File: src/hw/rtl/assert_macros.svh
// Assertion helpers for the RTL.
`ifndef ASSERT_MACROS_SVH
`define ASSERT_MACROS_SVH
`ifndef ASSERT_OFF
`define CSA_ASSERT(label, clk, rst_n, prop, msg) \
    label: assert property (@(posedge clk) disable iff (!rst_n) prop) else $error(msg);
`define CSA_NEVER(label, clk, rst_n, cond, msg) \
    label: assert property (@(posedge clk) disable iff (!rst_n) !(cond)) else $error(msg);
`else
`define CSA_ASSERT(label, clk, rst_n, prop, msg)
`define CSA_NEVER(label, clk, rst_n, cond, msg)
`endif
`endif

File: src/hw/rtl/csa_pkg.sv
package csa_pkg;
    localparam int SAMPLE_BITS  = 12;
    localparam int PART_BITS    = SAMPLE_BITS + 1;
    localparam int SPAN_BITS    = 2 * PART_BITS;
    localparam logic signed [11:0] MAP_FS = 12'sd2000;
    // divider lanes
    localparam int Q_BITS       = 24;
    localparam int QUOT_W       = Q_BITS + 1;
    localparam int DIV_NUM_W    = 43;
    localparam int DIV_DEN_W    = 27;
    localparam int DIV_WW       = DIV_DEN_W + Q_BITS;
    localparam int DIV_LAT      = Q_BITS + 1;
    // cordic
    localparam int CORDIC_STEPS = 16;
    localparam int CORDIC_LAT   = CORDIC_STEPS + 2;
    localparam int CW           = 34;
    localparam int ZW           = 35;
    localparam logic signed [ZW-1:0] PI_Q30 = 35'sd3373259426;
    localparam logic signed [15:0] ANGLE_LIMIT = 16'sd25736;
    localparam logic [31:0] ATAN_Q30 [24] = '{
        32'd843314856, 32'd497837829, 32'd263043836, 32'd133525158, 32'd67021686,
        32'd33543515, 32'd16775850, 32'd8388437, 32'd4194282, 32'd2097149,
        32'd1048575, 32'd524287, 32'd262143, 32'd131071, 32'd65535, 32'd32767,
        32'd16383, 32'd8191, 32'd4095, 32'd2047, 32'd1023, 32'd511, 32'd255, 32'd127
    };

    typedef enum logic [2:0] {
        REG_SIN_A_SPAN  = 3'd0,
        REG_SIN_B_SPAN  = 3'd1,
        REG_COS_A_SPAN  = 3'd2,
        REG_COS_B_SPAN  = 3'd3,
        REG_SIN_GAIN    = 3'd4,
        REG_SIN_OFFSET  = 3'd5,
        REG_COS_GAIN    = 3'd6,
        REG_COS_OFFSET  = 3'd7
    } t_reg_idx;

    localparam logic [1:0] FAULT_OK   = 2'd0;
    localparam logic [1:0] FAULT_SPAN = 2'd1;
    localparam logic [1:0] FAULT_SUM  = 2'd2;
endpackage

File: src/hw/rtl/csa_cordic.sv
// Vectoring CORDIC atan2, one rotation per stage; carries the ratios alongside.
module csa_cordic import csa_pkg::*; (
    input  logic               i_clk,
    input  logic               i_rst_n,
    input  logic               i_valid,
    input  logic signed [15:0] i_sin,
    input  logic signed [15:0] i_cos,
    output logic               o_valid,
    output logic signed [15:0] o_angle,
    output logic signed [15:0] o_sin,
    output logic signed [15:0] o_cos
);
    logic                 r_vld  [0:CORDIC_STEPS];
    logic                 r_zero [0:CORDIC_STEPS];
    logic signed [CW-1:0] r_x    [0:CORDIC_STEPS];
    logic signed [CW-1:0] r_y    [0:CORDIC_STEPS];
    logic signed [ZW-1:0] r_z    [0:CORDIC_STEPS];
    logic signed [15:0]   r_s    [0:CORDIC_STEPS];
    logic signed [15:0]   r_c    [0:CORDIC_STEPS];

    logic signed [CW-1:0] x0, y0;
    logic signed [ZW:0]   z_rnd;
    logic signed [ZW-17:0] z_sh;

    logic               r_ovld;
    logic signed [15:0] r_angle, r_os, r_oc;

    assign x0 = CW'(i_cos) <<< 14;
    assign y0 = CW'(i_sin) <<< 14;

    always_ff @(posedge i_clk) begin
        if (!i_rst_n) begin
            r_vld[0] <= 1'b0;
        end else begin
            r_vld[0] <= i_valid;
        end
        r_zero[0] <= (i_cos == 16'sd0) && (i_sin == 16'sd0);
        r_s[0]    <= i_sin;
        r_c[0]    <= i_cos;
        if (i_cos < 16'sd0) begin
            r_x[0] <= -x0;
            r_y[0] <= -y0;
            r_z[0] <= (i_sin >= 16'sd0) ? PI_Q30 : -PI_Q30;
        end else begin
            r_x[0] <= x0;
            r_y[0] <= y0;
            r_z[0] <= '0;
        end
    end

    for (genvar i = 0; i < CORDIC_STEPS; i++) begin : g_rot
        logic signed [CW-1:0] dx, dy;
        logic signed [ZW-1:0] at;
        assign dx = r_y[i] >>> i;
        assign dy = r_x[i] >>> i;
        assign at = $signed(ZW'(ATAN_Q30[i]));
        always_ff @(posedge i_clk) begin
            if (!i_rst_n) begin
                r_vld[i+1] <= 1'b0;
            end else begin
                r_vld[i+1] <= r_vld[i];
            end
            r_zero[i+1] <= r_zero[i];
            r_s[i+1]    <= r_s[i];
            r_c[i+1]    <= r_c[i];
            if (r_y[i] > 0) begin
                r_x[i+1] <= r_x[i] + dx;
                r_y[i+1] <= r_y[i] - dy;
                r_z[i+1] <= r_z[i] + at;
            end else begin
                r_x[i+1] <= r_x[i] - dx;
                r_y[i+1] <= r_y[i] + dy;
                r_z[i+1] <= r_z[i] - at;
            end
        end
    end

    // round half up to Q3.13 and clamp
    assign z_rnd = (ZW+1)'(r_z[CORDIC_STEPS]) + (ZW+1)'(65536);
    assign z_sh  = (ZW-16)'(z_rnd >>> 17);

    always_ff @(posedge i_clk) begin
        if (!i_rst_n) begin
            r_ovld <= 1'b0;
        end else begin
            r_ovld <= r_vld[CORDIC_STEPS];
        end
        r_os <= r_s[CORDIC_STEPS];
        r_oc <= r_c[CORDIC_STEPS];
        if (r_zero[CORDIC_STEPS]) begin
            r_angle <= '0;
        end else if (z_sh > (ZW-16)'(ANGLE_LIMIT)) begin
            r_angle <= ANGLE_LIMIT;
        end else if (z_sh < -(ZW-16)'(ANGLE_LIMIT)) begin
            r_angle <= -ANGLE_LIMIT;
        end else begin
            r_angle <= 16'(z_sh);
        end
    end

    assign o_valid = r_ovld;
    assign o_angle = r_angle;
    assign o_sin   = r_os;
    assign o_cos   = r_oc;
endmodule

File: config.mk
export PLATFORM = sky130hd
export DESIGN_NAME = csa_cordic
export DESIGN_NICKNAME = d
export VERILOG_FILES = /design/src/hw/rtl/assert_macros.svh /design/src/hw/rtl/csa_pkg.sv /design/src/hw/rtl/csa_cordic.sv
export SDC_FILE = /design/constraint.sdc
export NUM_CORES = 2
export LEC_CHECK = 0
export BUFFER_PORTS_ARGS = -buffer_cell sky130_fd_sc_hd__buf_2
export CAP_MARGIN = 10
export CORE_UTILIZATION = 55
export DETAILED_ROUTE_END_ITERATION = 10
export PLACE_DENSITY = 0.73
export SLEW_MARGIN = 20
export SYNTH_ARGS = -nofsm -noshare
export SYNTH_HDL_FRONTEND = slang
export SYNTH_SLANG_ARGS = --single-unit
File: constraint.sdc
create_clock -name i_clk -period 6.3 [get_ports i_clk]
set_input_delay 0.315 -clock i_clk [delete_from_list [all_inputs] [get_ports i_clk]]
set_output_delay 0.315 -clock i_clk [all_outputs]
set_load 0.05 [all_outputs]
### Yosys cells after proc, flatten, opt, wreduce, memory -nomap -nowiden

Memories as Yosys holds them, arrays and structs flattened. A register that Yosys moved wholly into a read port is not among the register bits.
Index checks and enable logic that the tools add are counted.
W data, S select, Z words.

| storage, ports and cells | value |
|---|---|
| register bits after elaboration | 16 |
| memory bits (writable) | 2329 |
| input port bits | 35 |
| output and inout port bits | 49 |
| word-level logic and storage cells | 326 |
| memories kept | 7 |

| operators by class | value |
|---|---|
| $add $sub $neg | 98 |
| order comparisons | 20 |
| muxes and demuxes | 124 |
| bitwise gates (word level) | 68 |
| reductions and logical operators | 6 |

Memory list:

| name | words | bits a word | read ports | clocked after memory_dff | wr ports | line | text |
|---|---|---|---|---|---|---|---|
| r_z | 17 | 35 | 17 | 0 | 17 | csa_cordic.sv:17 | `logic signed [ZW-1:0] r_z [0:CORDIC_STEPS];` |
| r_x | 17 | 34 | 16 | 0 | 17 | csa_cordic.sv:15 | `logic signed [CW-1:0] r_x [0:CORDIC_STEPS];` |
| r_y | 17 | 34 | 16 | 0 | 17 | csa_cordic.sv:16 | `logic signed [CW-1:0] r_y [0:CORDIC_STEPS];` |
| r_c | 17 | 16 | 17 | 1 | 17 | csa_cordic.sv:19 | `logic signed [15:0] r_c [0:CORDIC_STEPS];` |
| r_s | 17 | 16 | 17 | 1 | 17 | csa_cordic.sv:18 | `logic signed [15:0] r_s [0:CORDIC_STEPS];` |
| r_vld | 17 | 1 | 17 | 1 | 17 | csa_cordic.sv:13 | `logic r_vld [0:CORDIC_STEPS];` |
| 1 more memories | n/a | n/a | n/a | n/a | n/a | n/a |  |

Operator list:

| kind | number |
|---|---|
| $mux W34 | 34 |
| $mux W35 | 18 |
| $gt A34 B1 Y1 const B | 16 |
| $mux W1 | 70 |
| $add A34 B19 Y34 | 2 |
| $add A34 B20 Y34 | 2 |
| $add A34 B21 Y34 | 2 |
| $add A34 B22 Y34 | 2 |
| $add A34 B23 Y34 | 2 |
| $add A34 B24 Y34 | 2 |
| $add A34 B25 Y34 | 2 |
| $add A34 B26 Y34 | 2 |
| $add A34 B27 Y34 | 2 |
| $add A34 B28 Y34 | 2 |
| $add A34 B29 Y34 | 2 |
| $add A34 B30 Y34 | 2 |
| $add A34 B31 Y34 | 2 |
| $add A34 B32 Y34 | 2 |
| $add A34 B33 Y34 | 2 |
| $neg A30 Y34 | 2 |
| $or A1 B1 Y1 | 68 |
| $sub A34 B19 Y34 | 2 |
| $sub A34 B20 Y34 | 2 |
| $sub A34 B21 Y34 | 2 |
| other kinds (58) | 72 |

### Depth between registers and ports, before layout

An unclocked memory read counts as a cell.

| depth | value |
|---|---|
| depth in word-level cells | 5 |
| depth in mapped cells | 27 |
| depth with buffers taken out | 25 |

### Worst setup path before layout

No wires, ideal clock.

| timing path | value |
|---|---|
| path kind | register to register |
| from | memory r_x[1][14] |
| to | memory r_y[2][32] |
| setup time | 0.072 ns |
| data arrival time | 5.893 ns |
| data required time | 6.228 ns |
| path slack | 0.336 ns |
| cell stages (with the launch flop) | 27 |
| path buffers | 2 |
| period minus slack after synthesis | 5.964 ns |
| path through | dfxtp_1 > inv_1 > ha_1 > nand2_1 > nor2_1 > nand3b_1 > or2_2 > or3_1 > nand2b_1 > clkbuf_1 > clkinv_1 > clkbuf_1 > o21ai_0 > ha_1 > inv_1 > fa_1 > nor2b_1 > o21ai_0 > a21boi_0 > o21ai_0 > a21boi_0 > o21bai_1 > a31o_2 > a21oi_1 > a211oi_1 > o21bai_1 > xor2_1 |

RTL lines:

| item | line |
|---|---|
| start, declared | csa_cordic.sv:15 |
| end, declared | csa_cordic.sv:16 |

==> impl_metrics.py <==
metrics = {
    "sta": {
        "min_period_over_period_pct": 95.2,
        "whs_ps": 149,
        "worstMarginPinSlew_ps": 1130,
        "timing_hold_violations_final": 0,
        "drv_slew": 0,
        "relSlewSlack_pct": 24.3,
        "min_period_ps": 6000,
        "fin_skew_ps": 92.7,
        "rsz0062_at_grt": "false",
        "fmax_mhz": 167,
        "setup_viol": 0,
        "setup_slack_ps": 303,
        "fin_tns_setup_ps": 0,
    },
    "logic_synthesis": {
        "synthArstFlopShare_pct": 0,
        "synth.top_cell.area_share_pct": 34.5,
        "ys.warnings.count": 0,
        "synthTopCellsByArea": "dfxtp_1 (34%), ha_1 (15%), xnor2_1 (9.2%), a21oi_1 (4.8%), xor2_1 (3.9%)",
        "ys.flop_type": "dfxtp_1",
        "yosysSeqAreaShare_pct": 34.5,
        "yosysUniqueCellTypes": 92,
        "synth_seq_cells": 2059,
        "synthCells": 13403,
        "synth_top_area_cell": "dfxtp_1",
        "netlist_area_mm2": 0.120,
        "synth-edff-count": 0,
        "syn_avg_cell_area_um2": 8.92,
    },
    "global_route": {
        "antenna_found_initial": 6,
        "grt-ovfl-total": 0,
        "grt_usage_pct": 28.7,
        "grt_max_degree": 59,
        "grt_pass1_wl_mm": 511,
        "grt_pass1_vias": 95126,
    },
    "job": {
        "drv_cap": 0,
    },
    "run_status": {
        "status": "completed",
    },
    "cells_and_area": {
        "final_cells": 16745,
        "drive_above_1_share_pct": 5.69,
        "fillCellCount": 18395,
        "layout.nets": 15177,
        "syn_to_final_growth_pct": 10.6,
    },
    "critical_path": {
        "cpLargestDelayFamily": "simple AND/OR/NAND/NOR gates",
        "crit_path_end_kind": "flip-flop",
        "crit_slowest_cell": "or4_1",
        "startpoint": "r_y[10][20]",
        "rr_startpoint": "r_y[10][20]",
        "r2r_slack_ps": 300,
        "r2r_end": "r_x[11][33]",
        "cp-start-kind": "flip-flop",
        "critical_path.cell_chain": "or4_1, or2_2, nor4_2, nand2_1, or3_1, nor2b_4, inv_1, buf_4, nor2_1, xnor2_1, ha_1, o21ai_0, a21oi_1, o21ai_0, nor4_1, nor3_1, buf_4, o311ai_0, a31o_2, a21oi_1, xnor2_1",
        "arrival_ps": 6740,
        "crit_type": "reg -> reg",
        "required_ps": 7040,
        "path_buf_inv": 3,
        "cp_max_fo": 28,
        "reg2reg_depth": 21,
        "crit_path_max_incr_delay_ps": 540,
    },
    "clock_network": {
        "clock-sinks": 2059,
        "clk_pin_slew_ps": 70,
        "cts-buffers-inserted": 210,
        "clkLatencyLatePin_ps": 900,
        "clock_path_buffers": 3,
        "root_buffer": "clkbuf_16",
        "htreeDepth": 4,
        "cts_tree": "yes",
    },
    "route": {
        "drc_errors": 0,
        "drtAntennaViolNets": 0,
        "wl_mm": 323,
        "first_iter_violations": 6832,
        "viasPerCell": 5.87,
        "drtPass1Iterations": 8,
        "vias": 98268,
        "detail_route.wl_per_cell_um": 19.3,
    },
    "floorplan": {
        "die-area_mm2": 0.219,
        "core_mm2": 0.215,
        "initial_core_util_pct": 55.6,
        "fp.dieW_um": 468,
        "rows": 170,
        "die_h_um": 468,
        "ios": 84,
    },
    "worst_hold_path": {
        "hold-path-cell-count": 2,
        "worstHoldEndpoint": "r_c[0][14]",
        "worstHoldStart": "i_cos[14]",
        "hold_class": "in -> reg",
    },
    "place": {
        "pre_cts_ws_ps": 205,
        "io_buffers": 83,
        "placed_cells": 16308,
        "place_congestion": 0.982,
        "place_hpwl_mm": 255,
    },
}
==> cells in the final DEF (no fill, tap or decap), drive strengths merged, types with 365 or more instances in the layout <==
| cell | instances |
|---|---|
| dfxtp | 2059 |
| ha | 1387 |
| xnor2 | 1262 |
| a21oi | 1140 |
| nor2 | 1044 |
| nand2 | 792 |
| o21ai | 762 |
| inv | 579 |
| a21o | 545 |
| xor2 | 531 |
| nor3 | 365 |
==> Yosys cell counts, types with 34 or more instances <==
cell type,n
or3_1,130
a21boi_0,50
clkbuf_1,149
nor3_1,363
xnor2_1,1262
o21ai_0,750
o41ai_1,80
o2111ai_1,36
o21a_1,199
a31o_2,40
nand4_1,77
nand3_1,253
ha_1,1387
a211o_1,43
a21oi_1,1139
nand2_1,792
a2111oi_0,34
or4_1,76
a21o_1,545
o21bai_1,163
and2_1,87
o31ai_1,162
a211oi_1,106
and3_1,138
or2_2,70
a31oi_1,108
o211ai_1,67
xor2_1,531
nor2b_1,165
inv_1,563
nor4_1,103
fa_1,37
dfxtp_1,2059
nor2_1,1044
nand2b_1,197
==> per-layer routing <==
layer	vias up	routed length, µm	GRT usage, %
li1	48715	-	-
met2	2567	149000	48.1
met3	643	16200	3.71
met4	8	13000	11.4
met5	-	55	0
met1	46335	145000	37.3
==> layout make-up <==
type                            instances  area (µm²)  area share [%]
Antenna cell                            5        12.5         0.00946
Clock buffer                          269        5810            4.39
Clock inverter                        127        1800            1.36
Inverter                              574        2160            1.63
Multi-Input combinational cell      10598       75700            57.3
Sequential cell                      2059       41200            31.2
Tap cell                             2838        3550            2.68
Timing Repair Buffer                  275        1970            1.49
==> how the worst max path moves through the flow <==
stage / depth (start not counted) / endpoint
2_1_floorplan: 26 / r_y[2][32]
3_3_place_gp: 22 / r_x[7][32]
3_5_place_dp: 22 / r_z[7][33]
4_1_cts: 22 / r_z[7][33]
5_1_grt: 20 / r_y[8][33]
6_report: 21 / r_x[11][33]
==> registers in the layout, summed over array words and instances, names as in the netlist <==
signal and cells:
o_angle 16, o_cos 16, o_sin 16, o_valid 1
r_c 270, r_s 272, r_vld 17, r_x 431
r_y 474, r_z 529, r_zero 17
==> stage by stage <==
step / instance area [µm²] / utilization [%]
finish: 132000 / 61.4
global route: 132000 / 61.4
CTS: 132000 / 61.4
detailed placement: 124000 / 57.7
global placement: 124000 / 57.7
floorplan: 120000 / -
==> cells by family after synthesis <==
family          share of synthesized area (%)
simple gates                             14.6
buf+inv                                  2.37
xor+xnor                                 13.1
mux                                     0.223
other cells                           0.00314
fa+ha+maj                                15.1
compound gates                           20.1
flops                                    34.5
==> what timing repair did <==
item                                    4_1_cts  5_1_grt
resized for setup                             0       18
endpoints found under the hold margin        85        0
hold buffers                                 35        0
endpoints found under the setup margin        0       26
buffers inserted                              0        1
Power is not shown: default switching activity piles up to over one toggle a cycle in this logic, so the estimate is an artifact.
