`config.mk`:
```
export PLATFORM = sky130hd
export DESIGN_NAME = csa_div
export DESIGN_NICKNAME = d
export VERILOG_FILES = /design/src/hw/rtl/assert_macros.svh /design/src/hw/rtl/csa_pkg.sv /design/src/hw/rtl/csa_div.sv
export SDC_FILE = /design/constraint.sdc
export NUM_CORES = 2
export LEC_CHECK = 0
export ABC_AREA = 1
export BUFFER_PORTS_ARGS = -buffer_cell sky130_fd_sc_hd__buf_2
export CAP_MARGIN = 20
export CORE_AREA = 10 10 423 425
export CTS_CLUSTER_DIAMETER = 40
export DETAILED_ROUTE_END_ITERATION = 10
export DIE_AREA = 0 0 433 435
export PLACE_DENSITY = 0.82
export SETUP_SLACK_MARGIN = 0.4
export SKIP_CTS_REPAIR_TIMING = 1
export SYNTH_ARGS = -nofsm -noshare
export SYNTH_HDL_FRONTEND = slang
export SYNTH_SLANG_ARGS = --single-unit
```
`constraint.sdc`:
```
create_clock -name i_clk -period 3.7 [get_ports i_clk]
set_clock_uncertainty 0.2 [all_clocks]
set_input_delay 1.11 -clock i_clk [delete_from_list [all_inputs] [get_ports i_clk]]
set_output_delay 1.11 -clock i_clk [all_outputs]
set_load 0.03 [all_outputs]
```
`src/hw/rtl/assert_macros.svh`:
```
// Assertion helpers for the RTL.
`ifndef ASSERT_MACROS_SVH
`define ASSERT_MACROS_SVH
`ifndef ASSERT_OFF
`define CSA_ASSERT(label, clk, rst_n, prop, msg) \
    label: assert property (@(posedge clk) disable iff (!rst_n) prop) else $error(msg);
`define CSA_NEVER(label, clk, rst_n, cond, msg) \
    label: assert property (@(posedge clk) disable iff (!rst_n) !(cond)) else $error(msg);
`else
`define CSA_ASSERT(label, clk, rst_n, prop, msg)
`define CSA_NEVER(label, clk, rst_n, cond, msg)
`endif
`endif

```
`src/hw/rtl/csa_pkg.sv`:
```
package csa_pkg;
    localparam int SAMPLE_BITS  = 12;
    localparam int PART_BITS    = SAMPLE_BITS + 1;
    localparam int SPAN_BITS    = 2 * PART_BITS;
    localparam logic signed [11:0] MAP_FS = 12'sd2000;
    // divider lanes
    localparam int Q_BITS       = 24;
    localparam int QUOT_W       = Q_BITS + 1;
    localparam int DIV_NUM_W    = 43;
    localparam int DIV_DEN_W    = 27;
    localparam int DIV_WW       = DIV_DEN_W + Q_BITS;
    localparam int DIV_LAT      = Q_BITS + 1;
    // cordic
    localparam int CORDIC_STEPS = 16;
    localparam int CORDIC_LAT   = CORDIC_STEPS + 2;
    localparam int CW           = 34;
    localparam int ZW           = 35;
    localparam logic signed [ZW-1:0] PI_Q30 = 35'sd3373259426;
    localparam logic signed [15:0] ANGLE_LIMIT = 16'sd25736;
    localparam logic [31:0] ATAN_Q30 [24] = '{
        32'd843314856, 32'd497837829, 32'd263043836, 32'd133525158, 32'd67021686,
        32'd33543515, 32'd16775850, 32'd8388437, 32'd4194282, 32'd2097149,
        32'd1048575, 32'd524287, 32'd262143, 32'd131071, 32'd65535, 32'd32767,
        32'd16383, 32'd8191, 32'd4095, 32'd2047, 32'd1023, 32'd511, 32'd255, 32'd127
    };

    typedef enum logic [2:0] {
        REG_SIN_A_SPAN  = 3'd0,
        REG_SIN_B_SPAN  = 3'd1,
        REG_COS_A_SPAN  = 3'd2,
        REG_COS_B_SPAN  = 3'd3,
        REG_SIN_GAIN    = 3'd4,
        REG_SIN_OFFSET  = 3'd5,
        REG_COS_GAIN    = 3'd6,
        REG_COS_OFFSET  = 3'd7
    } t_reg_idx;

    localparam logic [1:0] FAULT_OK   = 2'd0;
    localparam logic [1:0] FAULT_SPAN = 2'd1;
    localparam logic [1:0] FAULT_SUM  = 2'd2;
endpackage

```
`src/hw/rtl/csa_div.sv`:
```
// Pipelined signed divider lane, one quotient bit per stage, truncates toward zero.
// Quotients at or above 2^Q_BITS come out as the largest magnitude.
module csa_div import csa_pkg::*; (
    input  logic                        i_clk,
    input  logic                        i_rst_n,
    input  logic                        i_valid,
    input  logic signed [DIV_NUM_W-1:0] i_num,
    input  logic signed [DIV_DEN_W-1:0] i_den,
    output logic                        o_valid,
    output logic signed [QUOT_W-1:0]    o_quot
);
    logic                 r_vld [0:Q_BITS];
    logic                 r_neg [0:Q_BITS];
    logic                 r_ovf [0:Q_BITS];
    logic [Q_BITS-1:0]    r_q   [0:Q_BITS];
    logic [DIV_NUM_W-1:0] r_rem [0:Q_BITS-1];
    logic [DIV_DEN_W-1:0] r_den [0:Q_BITS-1];

    logic [DIV_NUM_W-1:0] num_mag;
    logic [DIV_DEN_W-1:0] den_mag;
    logic [Q_BITS-1:0]    mag;

    assign num_mag = i_num[DIV_NUM_W-1] ? DIV_NUM_W'(-i_num) : DIV_NUM_W'(i_num);
    assign den_mag = i_den[DIV_DEN_W-1] ? DIV_DEN_W'(-i_den) : DIV_DEN_W'(i_den);

    always_ff @(posedge i_clk) begin
        if (!i_rst_n) begin
            r_vld[0] <= 1'b0;
        end else begin
            r_vld[0] <= i_valid;
        end
        r_rem[0] <= num_mag;
        r_den[0] <= den_mag;
        r_q[0]   <= '0;
        r_neg[0] <= i_num[DIV_NUM_W-1] ^ i_den[DIV_DEN_W-1];
        r_ovf[0] <= DIV_WW'(num_mag) >= (DIV_WW'(den_mag) << Q_BITS);
    end

    for (genvar j = 0; j < Q_BITS; j++) begin : g_stage
        localparam int K = Q_BITS - 1 - j;
        logic [DIV_WW-1:0] trial;
        logic [DIV_WW-1:0] diff;
        logic              ge;
        logic [Q_BITS-1:0] n_q;

        assign trial = DIV_WW'(r_den[j]) << K;
        assign ge    = DIV_WW'(r_rem[j]) >= trial;
        assign diff  = DIV_WW'(r_rem[j]) - trial;
        always_comb begin
            n_q    = r_q[j];
            n_q[K] = ge;
        end

        always_ff @(posedge i_clk) begin
            if (!i_rst_n) begin
                r_vld[j+1] <= 1'b0;
            end else begin
                r_vld[j+1] <= r_vld[j];
            end
            r_q[j+1]   <= n_q;
            r_neg[j+1] <= r_neg[j];
            r_ovf[j+1] <= r_ovf[j];
        end

        if (j < Q_BITS - 1) begin : g_carry
            always_ff @(posedge i_clk) begin
                r_rem[j+1] <= ge ? diff[DIV_NUM_W-1:0] : r_rem[j];
                r_den[j+1] <= r_den[j];
            end
        end
    end

    assign mag     = r_ovf[Q_BITS] ? '1 : r_q[Q_BITS];
    assign o_valid = r_vld[Q_BITS];
    assign o_quot  = r_neg[Q_BITS] ? -$signed({1'b0, mag}) : $signed({1'b0, mag});
endmodule

```
Word-level counts from Yosys, hierarchy flattened

Memory sizes are Yosys's and may differ from the RTL's.
Index checks and enable logic that the tools add are counted.

Logic and storage cells: 137
Bits in writable memories: 2355
Memories: 6
Input bits: 73
Output and inout port bits: 26
Register bits after elaboration: 0

Muxes and demuxes: 54
Bitwise logic cells: 26
Order comparisons: 25
$add $sub $neg: 26

Memories:

| memory | words | bits a word | read ports | clocked after memory_dff | wr ports | line          | text |
|---|---|---|---|---|---|---|---|
| r_rem  | 24    | 43          | 24         | 0                        | 24       | csa_div.sv:16 | `logic [DIV_NUM_W-1:0] r_rem [0:Q_BITS-1];` |
| r_den  | 24    | 27          | 24         | 0                        | 24       | csa_div.sv:17 | `logic [DIV_DEN_W-1:0] r_den [0:Q_BITS-1];` |
| r_q    | 25    | 24          | 25         | 0                        | 25       | csa_div.sv:15 | `logic [Q_BITS-1:0] r_q [0:Q_BITS];` |
| r_neg  | 25    | 1           | 25         | 0                        | 25       | csa_div.sv:13 | `logic r_neg [0:Q_BITS];` |
| r_ovf  | 25    | 1           | 25         | 0                        | 25       | csa_div.sv:14 | `logic r_ovf [0:Q_BITS];` |
| r_vld  | 25    | 1           | 25         | 0                        | 25       | csa_div.sv:12 | `logic r_vld [0:Q_BITS];` |

Operator list:

| operator                                         | count |
|---|---|
| 43-bit two-way mux                               | 24 |
| 43-bit subtractor                                | 8 |
| 43-bit by 51-bit >= comparator with 1-bit output | 1 |
| 43-bit by 50-bit >= comparator with 1-bit output | 1 |
| 43-bit by 49-bit >= comparator with 1-bit output | 1 |
| 43-bit by 48-bit >= comparator with 1-bit output | 1 |
| 43-bit by 47-bit >= comparator with 1-bit output | 1 |
| 43-bit by 46-bit >= comparator with 1-bit output | 1 |
| 43-bit by 45-bit >= comparator with 1-bit output | 1 |
| 43-bit by 44-bit >= comparator with 1-bit output | 1 |
| 43-bit by 27-bit >= comparator with 1-bit output | 1 |
| 43-bit by 28-bit >= comparator with 1-bit output | 1 |
| 43-bit by 29-bit >= comparator with 1-bit output | 1 |
| 43-bit by 30-bit >= comparator with 1-bit output | 1 |
| 43-bit by 31-bit >= comparator with 1-bit output | 1 |
| 43-bit by 32-bit >= comparator with 1-bit output | 1 |
| 43-bit by 33-bit >= comparator with 1-bit output | 1 |
| 43-bit by 34-bit >= comparator with 1-bit output | 1 |
| 43-bit by 35-bit >= comparator with 1-bit output | 1 |
| 43-bit by 36-bit >= comparator with 1-bit output | 1 |
| 43-bit by 37-bit >= comparator with 1-bit output | 1 |
| 43-bit by 38-bit >= comparator with 1-bit output | 1 |
| 43-bit by 39-bit >= comparator with 1-bit output | 1 |
| 43-bit by 40-bit >= comparator with 1-bit output | 1 |
| other kinds (27)                                 | 77 |

Depth between registers and ports, before layout

An unclocked memory read counts as a cell.

Depth in word-level cells: 4
Gate-level depth with buffers: 22
Mapped depth without buffers: 22

Least setup slack after synthesis

Ideal clock, no wire load.

Path kind: in2reg
Start: in i_num[0]
End: mem r_ovf[0][0]
Buffers on the path: 0
Data required time: 3441 ps
Path slack: -76 ps
Setup time: 59 ps
Cell stages on the path: 21
Data arrival time: 3517 ps
Cell sequence: inv_1 > ha_1 > nand2_1 > nor2_2 > nand3_2 > nor3_2 > nand4_1 > o21ai_1 > nand2_1 > xor2_1 > ha_1 > nand2_1 > inv_1 > nand3_1 > nor3_1 > nand3_1 > nor2_1 > nand3_1 > nor2_1 > nand4_1 > nand2_1

RTL lines:

| item        | line          | text |
|---|---|---|
| from (decl) | csa_div.sv:7  | `input logic signed [DIV_NUM_W-1:0] i_num,` |
| to (decl)   | csa_div.sv:14 |  |

==> flow_summary_export.csv <==
group,metric,value,unit
critical_path,r2r_end,"r_rem[0][110]",
place,port_buffers,98,
grt,grt_use_total,29.54,%
grt,antenna_found_initial,6,
cts,clock-sinks,2055,
sta,slew_headroom,40.66,%
sta,rsz0062_at_grt,"yes",
synth,synth_simple_gate_area_share,23.85,%
sta,worstMarginPinSlew,0.8807,ns
route,routed_wl,290.2,mm
die,die_area,0.1884,mm2
sta,max_clock_freq,235.7,MHz
route,via_count,85453,
flow_run,maxCapViolCount,0,
place,dp_hpwl,227.2,mm
synth,synth_mux_area_share,0,%
sta,slew_violations,0,
finish,fin_util,64.33,%
grt,grt_pass1_vias,80916,
critical_path,path_common_cell,"nor2_4",
sta,tns,-5.028,ns
critical_path,start_kind,"register",
power,leakage,52.72,nW
status,status,"finished, violations left",
status,violations,"setup timing",
critical_path,arrival,2.93,ns
place,place_congestion,1.043,
sta,finalCritPeriodShare,114.7,%
power,p_per_area,943.7,mW/mm2
synth,synth_top_family_by_area,"simple AND/OR/NAND/NOR gates",
critical_path,crit_path_max_incr_delay,0.39,ns
cts,cts_tree,"yes",
synth,yosysSeqAreaShare,42.62,%
grt,grt_max_degree,55,
sta,finalCriticalPeriod,4.242,ns
critical_path,r2r_slack,0.42,ns
route,first_iter_violations,8601,
critical_path,crit_slowest_cell,"dfxtp_4",
critical_path,cp.required,2.39,ns
critical_path,crit_chain,"nor2_4, ha_4, nand3_4, nor2_4, nand4_1, nor2_4, nand3_2, o21ai_2, xnor2_1, inv_1, buf_6",
synth,netlist_area,0.09652,mm2
finish,nNetsFinal,13892,
die,io_pins,99,
cts,root_buffer,"clkbuf_16",
route,drtPass1Iterations,6,
synth,synthArstFlopShare,0,%
die,num_rows,152,
synth,ys_warn_count,0,
synth,syn_nets,13474,
critical_path,cp-endpoint,"o_quot[18]",
sta,finalHoldViolCount,0,
synth,synth_adder_area_share,8.813,%
power,total_power,103.6,mW
critical_path,reg2reg_from,"r_den[0][36]",
cts,worstSkewPairLatency,0.89,ns
synth,synthXorXnorAreaFrac,5.154,%
route,wl_per_cell,18.61,um
critical_path,r2r_cells,11,
synth,synth_edf_count,0,
critical_path,startpoint,"r_ovf[3][0]",
synth,ys.flop_type,"dfxtp_1",
route,via_per_inst,5.480,
die,fp.dieH,435,um
synth,synth-compound-area-share,11.39,%
die,core-area,0.1706,mm2
cts,cts_buffers,236,
route,final_antenna_net_count,0,
die,fp.dieW,433,um
sta,hold_slack,0.07185,ns
synth,ys_ff_latch,2055,
finish,synthToLayoutAreaGrowth,13.70,%
synth,synth_cell_type_count,69,
grt,grt_pass1_wl,446.7,mm
finish,drive_gt1_share,7.718,%
grt,overflow,0,
place,dp_slack,-0.5303,ns
synth,avgSynthCellArea,7.579,um2
cts,ctsLongestPathBuffers,3,
die,start_util,56.58,%
critical_path,critPathKind,"reg -> out",
sta,setup_viol,17,
worst_hold_path,hp-class,"reg -> reg",
route,drc,0,
sta,fin_ws,-0.5423,ns
power,ir_drop,725.7,uV
critical_path,endpoint_kind,"primary output",
cts,htreeDepth,4,
synth,syn_inst,12735,
critical_path,path_max_fanout,6,
cts,clk_pin_slew,0.07,ns
==> critical path: cells and delay by family, from the launching register on <==
family | cells | cell delay (ns)
simple gates | 6 | 0.89
flops | 1 | 0.39
buf+inv | 2 | 0.24
compound gates | 1 | 0.19
xor+xnor | 1 | 0.18
fa+ha+maj | 1 | 0.17
==> routing by layer <==
layer  vias up  routed length (um)  GRT usage (%)
li1      41813                   -              -
met1     39101              125500          40.00
met2      3766              126600          46.19
met3       769               24780          5.527
met4         4               13310          12.04
met5         -                  27              0
==> synthesized netlist by cell type (16+ instances only) <==
| cell | instances | area share, % |
|---|---|---|
| nand2_1 | 3187 | 12 |
| dfxtp_1 | 2055 | 43 |
| inv_1 | 1832 | 7.1 |
| nor2_1 | 1218 | 4.7 |
| a21oi_1 | 771 | 4.0 |
| ha_1 | 643 | 8.3 |
| o21ai_0 | 503 | 2.6 |
| nand3_1 | 489 | 2.5 |
| xor2_1 | 308 | 2.8 |
| xnor2_1 | 260 | 2.4 |
| nor3_1 | 168 | 0.87 |
| o21ai_1 | 158 | 0.82 |
| nand4_1 | 154 | 1.0 |
| nor4_1 | 117 | 0.76 |
| a21o_1 | 100 | 0.78 |
| nand3b_1 | 81 | 0.63 |
| o21ai_2 | 77 | 0.70 |
| a31oi_1 | 73 | 0.47 |
| o21bai_1 | 72 | 0.56 |
| buf_2 | 66 | 0.34 |
| o21a_1 | 43 | 0.33 |
| a21boi_0 | 34 | 0.26 |
| buf_6 | 33 | 0.39 |
| a21oi_2 | 30 | 0.27 |
| or2_2 | 30 | 0.19 |
| o211ai_1 | 29 | 0.23 |
| fa_1 | 23 | 0.48 |
| buf_4 | 22 | 0.17 |
| nand2_2 | 19 | 0.12 |
| and3_1 | 16 | 0.10 |
==> cells in the final DEF (no fill, tap or decap), drive strengths merged, types with 101 or more instances in the layout <==
cell | Yosys | layout
dfxtp | 2055 | 2055
nor4 | 119 | 119
clkbuf | 15 | 286
ha | 643 | 643
o21ai | 739 | 739
nand3 | 504 | 504
nand2 | 3213 | 3213
xor2 | 308 | 308
nand4 | 155 | 155
nor2 | 1226 | 1226
buf | 123 | 316
nor3 | 171 | 171
a21oi | 803 | 803
xnor2 | 260 | 260
inv | 1850 | 1889
a21o | 101 | 101
==> layout make-up <==
class / instances / area, um2
clock buffer: 285 / 6411
clock inverter: 158 / 2218
sequential: 2055 / 41140
inverter: 1850 / 6965
timing repair buffer: 317 / 2365
timing repair inverter: 1 / 7.507
antenna: 3 / 7.507
fill: 14402 / 60850
tap: 2233 / 2794
multi-input combinational: 8692 / 47830
==> power by group <==
group	switching (mW)	internal [mW]	leakage [nW]
Sequential	4.54	28.0	17.2
Combinational	30.0	16.4	31.3
Clock	10.3	14.3	4.16
Total	44.9	58.7	52.7
==> metrics by stage <==
| stage | instances | instance area [um2] |
|---|---|---|
| floorplan | 12735 | 96600 |
| global placement | 15136 | 100600 |
| detailed placement | 15136 | 100600 |
| CTS | 15579 | 109300 |
| global route | 15591 | 109700 |
| finish | 15594 | 109700 |
==> worst min path at each step <==
stage	start	to	slack, ns	cells past startpoint
final	r_q[8][35]	r_q[9][11]	0.07	0
after global routing	r_q[8][35]	r_q[9][11]	0.08	0
after CTS	r_q[8][35]	r_q[9][11]	0.07	0
after detailed placement	r_q[9][9]	r_q[9][33]	0.11	0
after global placement	r_ovf[0][4]	r_ovf[0][5]	0.11	0
after floorplan	r_neg[0][0]	r_neg[0][1]	0.11	0
==> cells by family after synthesis <==
logic type | Yosys count
AO/OA/AOI/OAI | 1927
XOR/XNOR | 568
adder cells (fa/ha/maj) | 666
buffers and inverters | 1988
flip-flops | 2055
AND/OR/NAND/NOR | 5531
==> state kept, by name, summed over array words and instances, names as in the netlist <==
register / count
r_q: 300
r_neg: 25
r_den: 648
r_rem: 1032
r_vld: 25
r_ovf: 25
Note: power is estimated with default switching activity, not from simulation.
